<file path="config.mk">
export PLATFORM = sky130hd
export DESIGN_NAME = websocket_frame_deframer
export DESIGN_NICKNAME = d
export VERILOG_FILES = /design/src/wsd_pkg.sv /design/src/websocket_frame_deframer.sv /design/src/wsd_parser.sv
export SDC_FILE = /design/constraint.sdc
export NUM_CORES = 1
export LEC_CHECK = 0
export BUFFER_PORTS_ARGS = -buffer_cell sky130_fd_sc_hd__buf_2
export CAP_MARGIN = 0
export CORE_MARGIN = 4
export CORE_UTILIZATION = 65
export CTS_BUF_LIST = sky130_fd_sc_hd__clkbuf_8
export DETAILED_ROUTE_END_ITERATION = 12
export PLACE_DENSITY = 0.82
export SLEW_MARGIN = 30
export SYNTH_ARGS = -nofsm -noshare
export SYNTH_HDL_FRONTEND = slang
export SYNTH_SLANG_ARGS = --single-unit
export TNS_END_PERCENT = 1
</file>
<file path="constraint.sdc">
create_clock -name clk -period 11.96 [get_ports clk]
set_clock_uncertainty 0.2 [all_clocks]
set_input_delay 1.196 -clock clk [delete_from_list [all_inputs] [get_ports clk]]
set_output_delay 1.196 -clock clk [all_outputs]
set_load 0.03 [all_outputs]
</file>
<file path="src/wsd_pkg.sv">
// wsd_pkg: shared types and constants for the websocket frame deframer
// no dependencies; used by wsd_parser and websocket_frame_deframer
`default_nettype none

package wsd_pkg;

  // request and result payloads
  typedef struct packed {
    logic [1:0] cmd;
    logic [7:0] rx_byte;
    logic       from_active_link;
  } in_t;

  typedef struct packed {
    logic [2:0] kind;
    logic [7:0] text_byte;
    logic       last;
  } out_t;

  // link commands
  localparam logic [1:0] CMD_BYTE  = 2'd0;
  localparam logic [1:0] CMD_OPEN  = 2'd1;
  localparam logic [1:0] CMD_CLOSE = 2'd2;

  // result kinds
  localparam logic [2:0] K_TEXT_BYTE  = 3'd0;
  localparam logic [2:0] K_EMPTY_TEXT = 3'd1;
  localparam logic [2:0] K_PONG       = 3'd2;
  localparam logic [2:0] K_CLOSE      = 3'd3;
  localparam logic [2:0] K_BAD_LEN    = 3'd4;
  localparam logic [2:0] K_OVERSIZE   = 3'd5;

  // frame opcodes
  localparam logic [3:0] OP_TEXT  = 4'h1;
  localparam logic [3:0] OP_CLOSE = 4'h8;
  localparam logic [3:0] OP_PING  = 4'h9;

  // 7-bit length codes
  localparam logic [6:0] LEN_CODE_16 = 7'd126;
  localparam logic [6:0] LEN_CODE_64 = 7'd127;

  localparam logic [15:0] MAX_PAYLOAD_RST = 16'd1024;

endpackage

`default_nettype wire

</file>
<file path="src/websocket_frame_deframer.sv">
// websocket_frame_deframer: one received byte per request in, zero or one event out
// latency: a result is valid the cycle after its request is accepted (one register)
// throughput: one request per cycle; the output register stalls intake only while full
//   and not being taken
// reset (rst_n, synchronous): link down, parser cleared, payload limit back to 1024
// depends on wsd_pkg and wsd_parser
`default_nettype none

module websocket_frame_deframer (
  input  wire logic          clk,
  input  wire logic          rst_n,
  input  wire logic          in_valid,
  output logic               in_ready,
  input  wire wsd_pkg::in_t  in_data,
  output logic               out_valid,
  input  wire logic          out_ready,
  output wsd_pkg::out_t      out_data,
  input  wire logic          cfg_we,
  input  wire logic [15:0]   cfg_wdata
);

  logic [15:0]   max_len_r;
  logic          out_valid_r;
  wsd_pkg::out_t out_data_r;
  logic          accept;
  logic          res_valid;
  wsd_pkg::out_t res;

  assign in_ready  = !out_valid_r || out_ready;
  assign accept    = in_valid && in_ready;
  assign out_valid = out_valid_r;
  assign out_data  = out_data_r;

  // payload limit register
  always_ff @(posedge clk) begin
    if (!rst_n) begin
      max_len_r <= wsd_pkg::MAX_PAYLOAD_RST;
    end else if (cfg_we) begin
      max_len_r <= cfg_wdata;
    end
  end

  wsd_parser u_parser (
    .clk         (clk),
    .rst_n       (rst_n),
    .step        (accept),
    .req         (in_data),
    .max_payload (max_len_r),
    .res_valid   (res_valid),
    .res         (res)
  );

  // result register
  always_ff @(posedge clk) begin
    if (!rst_n) begin
      out_valid_r <= 1'b0;
    end else if (accept) begin
      out_valid_r <= res_valid;
    end else if (out_ready) begin
      out_valid_r <= 1'b0;
    end
  end

  always_ff @(posedge clk) begin
    if (accept && res_valid) begin
      out_data_r <= res;
    end
  end

endmodule

`default_nettype wire

</file>
<file path="src/wsd_parser.sv">
// wsd_parser: frame header state machine, mask key capture and payload unmasking
// depends on wsd_pkg
`default_nettype none

module wsd_parser (
  input  wire logic          clk,
  input  wire logic          rst_n,
  input  wire logic          step,
  input  wire wsd_pkg::in_t  req,
  input  wire logic [15:0]   max_payload,
  output logic               res_valid,
  output wsd_pkg::out_t      res
);

  localparam logic [2:0] PH_HDR0 = 3'd0;
  localparam logic [2:0] PH_HDR1 = 3'd1;
  localparam logic [2:0] PH_LENH = 3'd2;
  localparam logic [2:0] PH_LENL = 3'd3;
  localparam logic [2:0] PH_KEY  = 3'd4;
  localparam logic [2:0] PH_DATA = 3'd5;

  logic        link_r,  link_nxt;
  logic [2:0]  phase_r, phase_nxt;
  logic [3:0]  op_r,    op_nxt;
  logic        fin_r,   fin_nxt;
  logic        mask_r,  mask_nxt;
  logic [15:0] len_r,   len_nxt;
  logic [15:0] cnt_r,   cnt_nxt;
  logic [31:0] key_r,   key_nxt;
  logic        skip_r,  skip_nxt;

  logic        len_done;
  logic        hdr_done;
  logic        frame_end;
  logic        clear;
  logic        is_last;
  logic [16:0] cnt_inc;
  logic [7:0]  key_byte;

  assign cnt_inc = {1'b0, cnt_r} + 17'd1;
  assign is_last = cnt_inc >= {1'b0, len_r};

  // key byte for the current payload index, first received key byte first
  always_comb begin
    case (cnt_r[1:0])
      2'd0:    key_byte = key_r[31:24];
      2'd1:    key_byte = key_r[23:16];
      2'd2:    key_byte = key_r[15:8];
      default: key_byte = key_r[7:0];
    endcase
  end

  // next state and result for one request
  always_comb begin
    link_nxt  = link_r;
    phase_nxt = phase_r;
    op_nxt    = op_r;
    fin_nxt   = fin_r;
    mask_nxt  = mask_r;
    len_nxt   = len_r;
    cnt_nxt   = cnt_r;
    key_nxt   = key_r;
    skip_nxt  = skip_r;
    len_done  = 1'b0;
    hdr_done  = 1'b0;
    frame_end = 1'b0;
    clear     = 1'b0;
    res_valid = 1'b0;
    res       = '0;

    if (req.cmd == wsd_pkg::CMD_OPEN) begin
      link_nxt = 1'b1;
      clear    = 1'b1;
    end else if (req.cmd == wsd_pkg::CMD_CLOSE) begin
      link_nxt = 1'b0;
      clear    = 1'b1;
    end else if (req.cmd == wsd_pkg::CMD_BYTE && link_r && req.from_active_link) begin
      unique case (phase_r)
        PH_HDR0: begin
          op_nxt    = req.rx_byte[3:0];
          fin_nxt   = req.rx_byte[7];
          phase_nxt = PH_HDR1;
        end
        PH_HDR1: begin
          mask_nxt = req.rx_byte[7];
          if (req.rx_byte[6:0] == wsd_pkg::LEN_CODE_64) begin
            link_nxt  = 1'b0;
            clear     = 1'b1;
            res_valid = 1'b1;
            res.kind  = wsd_pkg::K_BAD_LEN;
          end else if (req.rx_byte[6:0] == wsd_pkg::LEN_CODE_16) begin
            phase_nxt = PH_LENH;
          end else begin
            len_nxt  = {9'd0, req.rx_byte[6:0]};
            len_done = 1'b1;
          end
        end
        PH_LENH: begin
          len_nxt   = {req.rx_byte, 8'd0};
          phase_nxt = PH_LENL;
        end
        PH_LENL: begin
          len_nxt  = {len_r[15:8], len_r[7:0] | req.rx_byte};
          len_done = 1'b1;
        end
        PH_KEY: begin
          key_nxt = {key_r[23:0], req.rx_byte};
          cnt_nxt = cnt_inc[15:0];
          if (cnt_inc >= 17'd4) begin
            hdr_done = 1'b1;
          end
        end
        PH_DATA: begin
          cnt_nxt = cnt_inc[15:0];
          if (skip_r) begin
            clear = is_last;
          end else if (op_r == wsd_pkg::OP_TEXT && fin_r) begin
            res_valid     = 1'b1;
            res.kind      = wsd_pkg::K_TEXT_BYTE;
            res.text_byte = mask_r ? (req.rx_byte ^ key_byte) : req.rx_byte;
            res.last      = is_last;
            clear         = is_last;
          end else begin
            frame_end = is_last;
          end
        end
        default: begin
          clear = 1'b1;
        end
      endcase

      // length complete: key next or header finished
      if (len_done) begin
        if (mask_r || mask_nxt) begin
          if (mask_nxt) begin
            phase_nxt = PH_KEY;
            cnt_nxt   = '0;
          end else begin
            hdr_done = 1'b1;
          end
        end else begin
          hdr_done = 1'b1;
        end
      end

      // header complete
      if (hdr_done) begin
        cnt_nxt = '0;
        if (len_nxt > max_payload) begin
          skip_nxt  = 1'b1;
          phase_nxt = PH_DATA;
          res_valid = 1'b1;
          res.kind  = wsd_pkg::K_OVERSIZE;
        end else if (len_nxt == '0) begin
          if (op_r == wsd_pkg::OP_TEXT && fin_r) begin
            clear     = 1'b1;
            res_valid = 1'b1;
            res.kind  = wsd_pkg::K_EMPTY_TEXT;
          end else begin
            frame_end = 1'b1;
          end
        end else begin
          phase_nxt = PH_DATA;
        end
      end

      // whole frame received
      if (frame_end) begin
        clear = 1'b1;
        if (op_r == wsd_pkg::OP_CLOSE) begin
          link_nxt  = 1'b0;
          res_valid = 1'b1;
          res.kind  = wsd_pkg::K_CLOSE;
        end else if (op_r == wsd_pkg::OP_PING) begin
          res_valid = 1'b1;
          res.kind  = wsd_pkg::K_PONG;
        end
      end
    end

    if (clear) begin
      phase_nxt = PH_HDR0;
      op_nxt    = '0;
      fin_nxt   = 1'b0;
      mask_nxt  = 1'b0;
      len_nxt   = '0;
      cnt_nxt   = '0;
      key_nxt   = '0;
      skip_nxt  = 1'b0;
    end
  end

  // parser state
  always_ff @(posedge clk) begin
    if (!rst_n) begin
      link_r  <= 1'b0;
      phase_r <= PH_HDR0;
      op_r    <= '0;
      fin_r   <= 1'b0;
      mask_r  <= 1'b0;
      len_r   <= '0;
      cnt_r   <= '0;
      key_r   <= '0;
      skip_r  <= 1'b0;
    end else if (step) begin
      link_r  <= link_nxt;
      phase_r <= phase_nxt;
      op_r    <= op_nxt;
      fin_r   <= fin_nxt;
      mask_r  <= mask_nxt;
      len_r   <= len_nxt;
      cnt_r   <= cnt_nxt;
      key_r   <= key_nxt;
      skip_r  <= skip_nxt;
    end
  end

endmodule

`default_nettype wire
</file>
# Word level (Yosys, flattened, before mapping)
# Index checks and enable logic that the tools add are counted.
# totals
regBits	104
output_inout_bits	14
# op_classes
n_addsub	1
magnitude_cmp	3
eq_ne	16
muxes	132
n_bitwise	5
reduce_logical	28
# op_table
operator	count
$mux 16	18
$mux 32	5
$mux 1	74
$mux 3	20
$pmux 16 s3	1
$pmux 8 s3	1
$mux 4	5
$add 16x1->17 const B	1
$ge 17x16->1	1
$ge 17x3->1 const B	1
$gt 16x16->1	1
$logic_not 16->1	1
$eq 7x7->1 const B	2
$mux 12	1
$reduce_bool 2->1	6
$reduce_and 5->1	2
$mux 9	1
$pmux 3 s3	1
$eq 4x4->1 const B	2
$mux 8	1
$or 8x8->8	1
$xor 8x8->8	1
$eq 3x2->1 const B	2
$eq 3x3->1 const B	2
22 further kinds	34

# Depth between registers and ports, before layout
# depth
depth_word	22
mapped_depth	17
mapped_depth_nobuf	14

# Cells and area by module
# A second synthesis with hierarchy kept.
# unflattened
cells_unflattened	735
area_unflattened_um2	6180.9
# by_module_without_submodules
mod	instances	cells_per_inst	area_per_inst_um2	seq_area_each_um2
wsd_parser	1	666	5157.4	1501.4
websocket_frame_deframer	1	69	1023.5	700.7

# Worst setup path before layout
# Ideal clock, no wire load.
# synth_timing
kind	input port to flip-flop
start	input port in_data[3] (netlist name)
end	register out_data_r (netlist bit out_data[0]), enable pin
arrival_time_ns	4.481
required_ns	11.372
setup_slack_ns	6.891
stages	15
n_path_buf	2
path_cell_list	buf_2 > nand3_1 > nor2_1 > nor3_1 > a21oi_1 > ha_1 > nand4_1 > nor2_1 > nand3_1 > a21boi_0 > a31o_2 > a211oi_4 > buf_6 > o21bai_1 > a31oi_1
# synth_via
elab_chain_cells	20
# synth_lines
item	line_no	source
from (decl)	websocket_frame_deframer.sv:14	input wire wsd_pkg::in_t in_data,
branches (longest 15 deep; another with $gt 16x16->1)	-	
$mux 1 *	wsd_parser.sv:168	if (frame_end) begin
$mux 1 *	wsd_parser.sv:77	end else if (req.cmd == wsd_pkg::CMD_BYTE && link_r && req.from_active_link) begin
$mux 1 *	wsd_parser.sv:74	end else if (req.cmd == wsd_pkg::CMD_CLOSE) begin
$mux 1 *	wsd_parser.sv:71	if (req.cmd == wsd_pkg::CMD_OPEN) begin
$logic_and 1x1->1 *	websocket_frame_deframer.sv:65	if (accept && res_valid) begin
to (signal assigned)	websocket_frame_deframer.sv:66	out_data_r <= res;
to (decl)	websocket_frame_deframer.sv:24	wsd_pkg::out_t out_data_r;
# Every way passes the cells marked *. The select of a mux whose other input is x is not followed.
# A chain may end at the register's enable or synchronous reset.

# Worst setup path in the final report
# layout_timing
start	register u_parser.cnt_r[0]
end	register u_parser.key_r[25]
# layout_via
elab_chain_cells	20
# layout_lines
item	line_no	source
from (decl)	wsd_parser.sv:28	logic [15:0] cnt_r, cnt_nxt;
from (signal assigned)	wsd_parser.sv:212	cnt_r <= cnt_nxt;
$add 16x1->17 *	wsd_parser.sv:40	assign cnt_inc = {1'b0, cnt_r} + 17'd1;
$ge 17x3->1	wsd_parser.sv:109	if (cnt_inc >= 17'd4) begin
$mux 1	wsd_parser.sv:109	
$mux 1	wsd_parser.sv:78	unique case (phase_r)
$mux 1	wsd_parser.sv:135	if (mask_nxt) begin
$mux 1	wsd_parser.sv:134	if (mask_r || mask_nxt) begin
$mux 1	wsd_parser.sv:133	if (len_done) begin
$mux 1	wsd_parser.sv:77	
(+4 left out)	-	
$mux 1	wsd_parser.sv:74	
$mux 1	wsd_parser.sv:71	
$mux 1 *	wsd_parser.sv:168	
$mux 1 *	wsd_parser.sv:77	
$mux 1 *	wsd_parser.sv:74	
$mux 1 *	wsd_parser.sv:71	
$ne 2x1->1 (no source line) / $reduce_bool 2->1 (equally long branches)	-	
$reduce_and 5->1 (no source line)	-	
to (signal assigned)	wsd_parser.sv:213	key_r <= key_nxt;
to (decl)	wsd_parser.sv:29	logic [31:0] key_r, key_nxt;
# Every way passes the cells marked *; elsewhere a longest branch is shown, timed or not. The select of a mux whose other input is x is not followed.

==> summary.md <==
| Metric | Value |
|---|---|
| Final-report setup violation count | `0` |
| Post-Layout Cell Count | `853` |
| First-pass DRT Iterations | `5` |
| Synth Net Count | `778` |
| Vias/cell | `approximately 6.5` |
| Vias in the first global route | `~5200` |
| Post-layout min period | `~5.6 ns` |
| Critical-path cell list | `ha_1, nand4_2, or3_1, xnor2_1, ha_1, nand2_1, nor3_1, a221oi_1, o2111ai_1, o21ai_1, nand2_1, nor3b_4, buf_6, a22o_1` |
| H-tree depth | `3` |
| Total gr overflow | `0` |
| Post-synth ARST share | `0` |
| Crit path launch type | `register` |
| Mux share of post-synthesis cell area | `0.02919` |
| CP top delay family | `simple AND/OR/NAND/NOR gates` |
| Nets | `a little under 800` |
| Final hold viol count | `0` |
| Post-synthesis simple-gate area fraction | `0.1852` |
| Reg clk slew, reported paths | `0.11 ns` |
| Pin count of the biggest net entering global routing | `33` |
| Post-CTS Resized | `0` |
| Clock Latency Late Sink | `0.41 ns` |
| RSZ-0062 raised after global routing | `false` |
| Largest family of logic cells by synthesized area | `compound AO/OA/AOI/OAI gates` |
| Number of DRC violations after detailed-routing iteration 0 | `445` |
| CP max FO | `23` |
| Arrival time at the worst endpoint | `between 5 and 6 ns` |
| Post-CTS Setup Inserts | `0` |
| Top FF cell, synth | `dfxtp_1` |
| P&R area growth vs syn | `6.281%` |
| Die Area | `~11000 um2` |
| Number of synthesized register bits | `between 100 and 150` |
| CTS tree | `yes` |
| CTS root buf | `clkbuf_8` |
| CTS max path bufs | `2` |
| Status | `finished clean` |
| Core ar. | `between 9000 and 10000 um2` |
| Placer Congestion | `0.9081` |
| Critical Path RT | `12.11 ns` |
| Synth cell types | `72` |
| Gate Count Post-Synth | `just over 700` |
| Actual slew at the worst max-slew pin | `0.9246 ns` |
| WL/cell | `~19 um` |
| Overall Global Routing Usage | `0.2952` |
| CTS Buf Count | `9` |
| Area share of xor/xnor cells in the synthesized design | `0.03664` |
| Worst rel slew slack | `0.3815` |
| Initial Util | `0.6694` |
| Num ports | `46` |
| Row Count | `35` |
| Post-synth EDFFs | `12` |
| Crit-path max cell delay | `0.68 ns` |
| Final wirelength | `16.24 mm` |
| Post-Route Setup TNS | `0 ns` |
| Compound-gate portion of the synthesized area | `0.2531` |
| Post-detail-place hpwl | `around 12 mm` |
| First-pass GRT wire length | `between 20 and 30 mm` |
| Power Density | `around 100 nW/um2` |
| Crit end category | `register` |
| Period utilisation layout | `0.4701` |
| Crit path buffers/inverters | `1` |
| Register area share after synthesis | `0.3543` |
| Worst ir drop on vdd | `~0.00011 V` |
| Remaining DRCs | `0` |
| Placed insts | `around 840` |
| Initial antenna violation count | `0` |
| Area share of fa/ha/maj cells after synthesis | `0.07852` |
| Hold-fix buffers at CTS | `0` |
| Slowest CP cell | `ha_1` |
| Max-cap viol count | `0` |
| Vias | `approximately 5500` |
| Max Freq | `177.8 MHz` |
| Post-Syn Area | `about 6200 um2` |
| Synth warnings | `0` |
| CTS sink cnt | `104` |
| Kind of critical path | `reg2reg` |
| Syn Area/Cell | `between 8 and 9 um2` |
| Layout cell share with drive strength beyond 1 | `0.1174` |
| Port buffer count | `45` |
| Number of nets with antenna violations after routing | `0` |
| Pleak | `0.002642 uW` |
| Count of pins over their slew limit | `0` |
| Die W | `between 100 and 150 um` |
| Diode count | `0` |
| Die Y | `105.8 um` |
| Hold Crit Class | `reg2reg` |
==> Yosys cell counts, types with 4 or more instances <==
| library cell | number | area share |
|---|---|---|
| a222oi_1 | 8 | 0.013 |
| xnor2_1 | 10 | 0.014 |
| and2_1 | 5 | 0.0050 |
| dfxtp_1 | 92 | 0.30 |
| buf_4 | 8 | 0.0097 |
| nor2b_1 | 5 | 0.0050 |
| a31oi_1 | 6 | 0.0060 |
| a21oi_1 | 29 | 0.023 |
| a211oi_1 | 4 | 0.0048 |
| and3_1 | 4 | 0.0040 |
| nand2b_1 | 9 | 0.0091 |
| a22o_1 | 60 | 0.085 |
| mux2i_1 | 17 | 0.027 |
| clkbuf_1 | 26 | 0.016 |
| xor2_1 | 16 | 0.023 |
| edfxtp_1 | 12 | 0.058 |
| nor2_1 | 60 | 0.036 |
| nand2_1 | 65 | 0.039 |
| nand4_1 | 10 | 0.010 |
| o21ai_0 | 30 | 0.024 |
| or2_2 | 5 | 0.0050 |
| or3_1 | 7 | 0.0070 |
| buf_2 | 7 | 0.0056 |
| o31ai_1 | 10 | 0.012 |
| inv_1 | 42 | 0.025 |
| ha_1 | 39 | 0.079 |
| a41oi_1 | 6 | 0.0085 |
| nand3_1 | 17 | 0.014 |
| nor4_1 | 9 | 0.0091 |
| nor3_1 | 19 | 0.015 |
==> state kept, by name (all words and copies together), names as in the netlist, 3 cells and up <==
signal and cells:
u_parser.key_r 32, u_parser.op_r 4, u_parser.len_r 16, max_len_r 16
out_data 12, u_parser.cnt_r 16, u_parser.phase_r 3
==> report_power, final <==
group,internal (uW),leakage [uW],switching (uW),total (uW)
Sequential,356,0.000836,2.39,358
Clock,87.5,0.000107,150,238
Combinational,17.2,0.00170,32.8,50.0
==> layout by cell type, fill, tap and decap left out, types with 4 or more instances in the layout <==
cell	count
inv_1	42
nor2b_1	5
mux2i_1	17
a222oi_1	8
dfxtp_1	92
a21oi_1	29
o21ai_0	30
or3_1	7
a41oi_1	6
nor4_1	9
nand4_1	10
or2_2	5
a211oi_1	4
clkbuf_8	9
nand2b_1	9
ha_1	39
and3_1	4
nor3_1	19
nor2_1	60
xnor2_1	10
buf_2	45
o31ai_1	10
and2_1	5
a31oi_1	5
nand3_1	17
edfxtp_1	12
nand2_1	65
xor2_1	16
a22o_1	60
==> final cells by class <==
type                       instances  area, um2
multi-input combinational        515       3627
fill                             740       2679
timing repair buffer              47      244.0
tap                              129      161.4
inverter                          42      157.7
sequential                       104       2202
clock buffer                       9      123.9
clock inverter                     7      88.84
==> routing by layer <==
| layer | global-route usage | routed length, um | up-vias |
|---|---|---|---|
| met3 | 0.06062 | 1015 | 43 |
| met1 | 0.3996 | 7130 | 2656 |
| met4 | 0.08233 | 356 | 0 |
| met5 | 0 | 0 | - |
| met2 | 0.4791 | 7738 | 212 |
| li1 | - | - | 2636 |
==> kinds of logic (layout without fill, tap and decap cells) <==
logic type,after synthesis,count (layout)
buffers and inverters,88,105
AO/OA/AOI/OAI,201,201
adder cells (fa/ha/maj),39,39
multiplexers,18,18
XOR/XNOR,26,26
AND/OR/NAND/NOR,231,231
flip-flops,104,104
==> final timing paths <==
check	slack, ns	start	cells after the start	endpoint
setup / recovery	6.34	u_parser.cnt_r[0]	14	u_parser.key_r[25]
hold / removal	0.29	u_parser.op_r[1]	2	u_parser.op_r[1]
setup reg to reg	6.34	u_parser.cnt_r[0]	14	u_parser.key_r[25]
hold reg to reg	0.29	u_parser.op_r[1]	2	u_parser.op_r[1]
==> worst min-delay path: stages (launching register included) <==
cell and delay, ns:
dfxtp_1 0.33, nand2_1 0.07, o31ai_1 0.06
==> stage by stage <==
stage                       util  power, uW  worst slack [ns]  area, um2  hold WS, ns
final                     0.7115      645.5             6.337       6605       0.2917
after global routing      0.7115      669.4             6.010       6605       0.3155
after CTS                 0.7102      647.0             6.240       6594       0.2920
after floorplan                -      400.2             6.891       6215       0.2493
after global placement    0.6867      413.3             6.276       6375       0.2637
after detailed placement  0.6873      415.0             6.231       6381       0.2696
(Power assumes the default switching activity.)
